==> config.mk <==
export PLATFORM = sky130hd
export DESIGN_NAME = bbc_stack
export DESIGN_NICKNAME = d
export VERILOG_FILES = /design/src/rtl/bbc_pkg.sv /design/src/rtl/bbc_stack.sv
export SDC_FILE = /design/constraint.sdc
export NUM_CORES = 1
export LEC_CHECK = 0
export BUFFER_PORTS_ARGS = -buffer_cell sky130_fd_sc_hd__buf_2
export CAP_MARGIN = 30
export CORE_UTILIZATION = 50
export CTS_BUF_LIST = sky130_fd_sc_hd__clkbuf_4 sky130_fd_sc_hd__clkbuf_8
export DETAILED_ROUTE_END_ITERATION = 6
export PLACE_DENSITY = 0.66
export SYNTH_ARGS = -nofsm -noshare
export SYNTH_HDL_FRONTEND = slang
export SYNTH_SLANG_ARGS = --single-unit
==> constraint.sdc <==
create_clock -name clk -period 6.62 [get_ports clk]
set_clock_uncertainty 0.05 [all_clocks]
set_input_delay 1.324 -clock clk [delete_from_list [all_inputs] [get_ports clk]]
set_output_delay 1.324 -clock clk [all_outputs]
set_load 0.1 [all_outputs]
==> src/rtl/bbc_pkg.sv <==
// shared types, bracket codes and decode functions for the bracket balance checker
package bbc_pkg;

  // 2-bit bracket kind: square, curly, round, angle
  typedef logic [1:0] kind_t;

  localparam kind_t KIND_SQUARE = 2'd0;
  localparam kind_t KIND_CURLY  = 2'd1;
  localparam kind_t KIND_ROUND  = 2'd2;
  localparam kind_t KIND_ANGLE  = 2'd3;

  // result status codes
  localparam logic [2:0] ST_BALANCED    = 3'd0;
  localparam logic [2:0] ST_MISS_OPEN   = 3'd1;
  localparam logic [2:0] ST_WRONG_CLOSE = 3'd2;
  localparam logic [2:0] ST_MISS_CLOSE  = 3'd3;
  localparam logic [2:0] ST_OVERFLOW    = 3'd4;

  // ascii bracket characters
  localparam logic [7:0] CH_OPEN_SQUARE  = 8'h5B;
  localparam logic [7:0] CH_CLOSE_SQUARE = 8'h5D;
  localparam logic [7:0] CH_OPEN_CURLY   = 8'h7B;
  localparam logic [7:0] CH_CLOSE_CURLY  = 8'h7D;
  localparam logic [7:0] CH_OPEN_ROUND   = 8'h28;
  localparam logic [7:0] CH_CLOSE_ROUND  = 8'h29;
  localparam logic [7:0] CH_OPEN_ANGLE   = 8'h3C;
  localparam logic [7:0] CH_CLOSE_ANGLE  = 8'h3E;

  // decoded bracket: hit flag and kind
  typedef struct packed {
    logic  hit;
    kind_t kind;
  } bracket_t;

  // command from the checker core to the stack
  typedef struct packed {
    logic  push;
    logic  pop;
    logic  clear;
    kind_t kind;
  } stack_cmd_t;

  function automatic bracket_t decode_open(input logic [7:0] b);
    bracket_t r;
    r.hit  = 1'b1;
    r.kind = KIND_SQUARE;
    case (b)
      CH_OPEN_SQUARE: r.kind = KIND_SQUARE;
      CH_OPEN_CURLY:  r.kind = KIND_CURLY;
      CH_OPEN_ROUND:  r.kind = KIND_ROUND;
      CH_OPEN_ANGLE:  r.kind = KIND_ANGLE;
      default:        r.hit  = 1'b0;
    endcase
    return r;
  endfunction

  function automatic bracket_t decode_close(input logic [7:0] b);
    bracket_t r;
    r.hit  = 1'b1;
    r.kind = KIND_SQUARE;
    case (b)
      CH_CLOSE_SQUARE: r.kind = KIND_SQUARE;
      CH_CLOSE_CURLY:  r.kind = KIND_CURLY;
      CH_CLOSE_ROUND:  r.kind = KIND_ROUND;
      CH_CLOSE_ANGLE:  r.kind = KIND_ANGLE;
      default:         r.hit  = 1'b0;
    endcase
    return r;
  endfunction

  function automatic logic [7:0] close_char(input kind_t k);
    logic [7:0] c;
    case (k)
      KIND_SQUARE: c = CH_CLOSE_SQUARE;
      KIND_CURLY:  c = CH_CLOSE_CURLY;
      KIND_ROUND:  c = CH_CLOSE_ROUND;
      default:     c = CH_CLOSE_ANGLE;
    endcase
    return c;
  endfunction

endpackage

==> src/rtl/bbc_stack.sv <==
// bracket stack: top and next-below entries in registers, deeper entries in a memory
module bbc_stack #(
  parameter int STACK_DEPTH = 64
) (
  input  logic                               clk,
  input  logic                               rst_n,
  input  bbc_pkg::stack_cmd_t                cmd,
  output bbc_pkg::kind_t                     top_kind,
  output bbc_pkg::kind_t                     below_kind,
  output logic [$clog2(STACK_DEPTH+1)-1:0]   count
);
  import bbc_pkg::*;

  localparam int CW = $clog2(STACK_DEPTH + 1);
  localparam int AW = (STACK_DEPTH > 1) ? $clog2(STACK_DEPTH) : 1;

  kind_t          mem [STACK_DEPTH];
  kind_t          top_r;
  kind_t          below_r;
  logic [CW-1:0]  count_r;
  logic [CW-1:0]  count_nxt;
  logic [AW-1:0]  wr_addr;
  logic [AW-1:0]  rd_addr;

  // memory holds entries 0 .. count-2; below_r mirrors entry count-2
  assign wr_addr = AW'(count_r - CW'(1));
  assign rd_addr = AW'(count_r - CW'(3));

  // entry count
  always_comb begin
    count_nxt = count_r;
    if (cmd.clear) begin
      count_nxt = '0;
    end else if (cmd.push) begin
      count_nxt = count_r + CW'(1);
    end else if (cmd.pop) begin
      count_nxt = count_r - CW'(1);
    end
  end

  always_ff @(posedge clk) begin
    if (!rst_n) begin
      count_r <= '0;
    end else begin
      count_r <= count_nxt;
    end
  end

  // memory write of the old top on push, registered read of the entry below on pop
  always_ff @(posedge clk) begin
    if (cmd.push && (count_r != '0)) begin
      mem[wr_addr] <= top_r;
    end
    if (cmd.push) begin
      below_r <= top_r;
    end else if (cmd.pop) begin
      below_r <= mem[rd_addr];
    end
  end

  // top of stack register
  always_ff @(posedge clk) begin
    if (cmd.push) begin
      top_r <= cmd.kind;
    end else if (cmd.pop) begin
      top_r <= below_r;
    end
  end

  assign top_kind   = top_r;
  assign below_kind = below_r;
  assign count      = count_r;

endmodule

==> reports/summary.txt <==
======================================================================================
Kind of critical path                                                          reg2out
Proportion of synthesized flip-flops having asynchronous set or reset               0%
Placer congestion estimate                                                       0.797
Post-Route Setup TNS                                                              0 ns
Hold-fix buffer count after cts                                                      0
Global route overflow                                                                0
Remaining antenna violation count after routing                                      0
Internal power                                                               0.00136 W
Syn Inst Count                                                                     392
CTS tree                                                                         built
Router iterations before antenna repair                                              4
Result of the run                                                         complete, no violations
Most used DFF post-synth                                                      edfxtp_1
Clock H-tree levels                                                                  4
Clk network pwr share                                                            31.9%
Area share of the largest cell type after synthesis                              64.1%
Effective utilization at floorplan                                               51.3%
Post-synth net total                                                               402
Overall routed net length                                                     12300 um
Global-route wire length before repair                                        19200 um
Layout area overhead                                                             8.41%
Sequential area share after synthesis                                            66.3%
CP arrival                                                                     1.88 ns
Class of the most critical hold timing path                                    reg2reg
Number of buffers and inverters on the critical path                                 1
CTS max path bufs                                                                    2
Standby leakage power                                                          2.10 nW
Post-DR wirelength/cell                                                        20.7 um
Pin slew with the least headroom to its limit                                 0.972 ns
Number of warnings issued by yosys                                                   0
Detail-routed via count per cell                                                  5.61
Number of global-route vias before repair                                         3452
Pin count of the biggest net entering global routing                                67
Clock buffers created by TritonCTS                                                  17
Logic pwr share                                                                  13.6%
Die X                                                                           113 um
Depth of the critical timing path with buffers and inverters included                1
Post-layout minimum cycle time                                                 3.26 ns
Half-perimeter wire length after placement                                     7520 um
Number of distinct standard cells referenced by the synthesized netlist             51
Crit Path Max Fanout                                                                17
Crit-path slowest cell                                                         dfxtp_1
Count of nets after finishing                                                      425
Worst hold margin                                                             0.528 ns
Drt first-iter violations                                                          412
Later-pin clock latency in the skew report                                     0.44 ns
Peak supply drop                                                            0.000130 V
Post-CTS setup buffer count                                                          0
Inserted Diodes                                                                      0
Number of enable-type register cells in the synthesized netlist                    132
Stage delay of the slowest cell on the critical path                           0.88 ns
Vertical die dimension                                                          113 um
Synthesis-stage register bit count                                                 139
Die Outline Area                                                           0.0128 mm^2
Proportion of total power due to net switching                                   26.1%
DRC violation count after routing                                                    0
Kind of cell with the highest combined delay on the critical path           flip-flops
CTS Sinks                                                                          139
Most common library cell in the layout ignoring fill and taps                 edfxtp_1
Total Routing Usage GR                                                           21.2%
Worst Setup End Kind                                                       output port
Total vias in the final route                                                     3334
Hold Vio Cnt, Final                                                                  0
Fin crit share                                                                   49.2%
Average instance area after synthesis                                        15.8 um^2
Max-cap viol count                                                                   0
Reg clk slew, reported paths                                                   0.07 ns
Most used cells in the layout excluding fill and tap cells                132 x edfxtp_1, 83 x nor2_1, 31 x mux4_2
Combined area of all synthesized cells                                    0.00619 mm^2
Worst-path cell chain                                                            buf_2
Final slew viol count                                                                0
Antenna violations before repair                                                     0
Max-slew headroom                                                                34.7%
Worst R2R Path Depth                                                                 8
Ratio of total power to cell area                                          275 mW/mm^2
Power dissipated by switching net loads                                     0.000480 W
Total of fill cells in the finished design                                         956
Biggest area contributors in the synthesized netlist                      edfxtp_1 64%, mux4_2 11%, nor2_1 5.0%, dfxtp_1 2.3%, mux2i_1 1.9%
Crit path required time                                                        5.25 ns
Floorplan row count                                                                 40
Total of buffers placed on input and output ports                                   17
Final setup vio count                                                                0
Worst hold path cell count                                                           2
Sort of element at the start of the critical path                            flip-flop
Cell type contributing the most total cell area after synthesis               edfxtp_1
Number of top-level pins                                                            18
Buffer cell driving the clock tree root                                       clkbuf_8
Area of the core                                                           0.0121 mm^2
Layout cell share with drive strength beyond 1                                   22.5%
Maximum clock frequency                                                        307 MHz
Part of the total power dissipated in sequential elements                        54.5%
Resized cells post-CTS                                                               0
RSZ-0062 raised after global routing                                             false
======================================================================================
[cell type report]
cell class / count / area (um^2) / share of cell area [%]
multi-input cells: 232 / 1920 / 28.6
inverters: 3 / 11.3 / 0.168
clock inverters: 11 / 81.3 / 1.21
repair buffers: 22 / 135 / 2.01
flip-flops and latches: 139 / 4100 / 61.2
clock buffers: 19 / 249 / 3.71
well taps: 168 / 210 / 3.13
[routing by layer]
layer / part of all wire, % / up-vias / GRT usage [%]
met5: 0 / - / 0
met4: 2.3 / 0 / 11.8
met3: 5.8 / 21 / 4.82
met2: 48 / 99 / 32.5
met1: 43 / 1678 / 28.2
li1: - / 1536 / -
[cells by family after synthesis]
kind of cell	after synthesis	share of synthesized area [%]
xor gates and xnor gates	21	3.46
adders and majority gates	3	0.607
AOI/OAI and AO/OA	26	2.97
muxes	46	13.8
and+or+nand+nor	136	10.1
buffers and inverters	21	2.73
DFF	139	66.3
[Yosys cell counts (3+ instances only)]
master	n
mux2i_1	12
ha_1	3
a211oi_1	4
a22oi_1	4
nor2_1	83
buf_2	5
edfxtp_1	132
nand3b_1	3
xnor2_2	3
dfxtp_1	7
nand3_1	8
mux2_2	3
buf_6	4
a21oi_1	5
nand2_1	21
inv_1	3
xor2_1	9
clkbuf_1	3
mux4_2	31
xnor2_1	8
[registers in the layout, summed over array words and instances (netlist names)]
name,cells
mem,128
count,7
below_kind,2
top_kind,2
[power by group through the flow]
stage	Sequential (W)	Clock, W	Combinational (W)
after floorplan	0.00108	0	0.000142
after global placement	0.00102	0	0.000248
after detailed placement	0.00102	0	0.000251
after CTS	0.00100	0.000604	0.000252
after global routing	0.00100	0.000632	0.000270
final	0.00100	0.000587	0.000251
[worst paths after layout]
path / startpoint / end / slack (ns)
worst max-delay path: count[2] / count[2] / 3.36
worst min register to register: count[6] / count[6] / 0.53
worst min-delay path: count[6] / count[6] / 0.53
worst max register to register: count[0] / below_kind[1] / 3.44
[stage by stage]
step	worst slack, ns	cell area (um^2)	util [%]	std cells	power, W
floorplan	3.08	6190	-	392	0.00122
global placement	3.51	6360	52.7	563	0.00127
detailed placement	3.39	6360	52.7	563	0.00127
CTS	3.30	6690	55.4	593	0.00186
global route	3.25	6710	55.6	594	0.00191
finish	3.36	6710	55.6	594	0.00184
No activity file was read; power rests on OpenSTA's default activity.
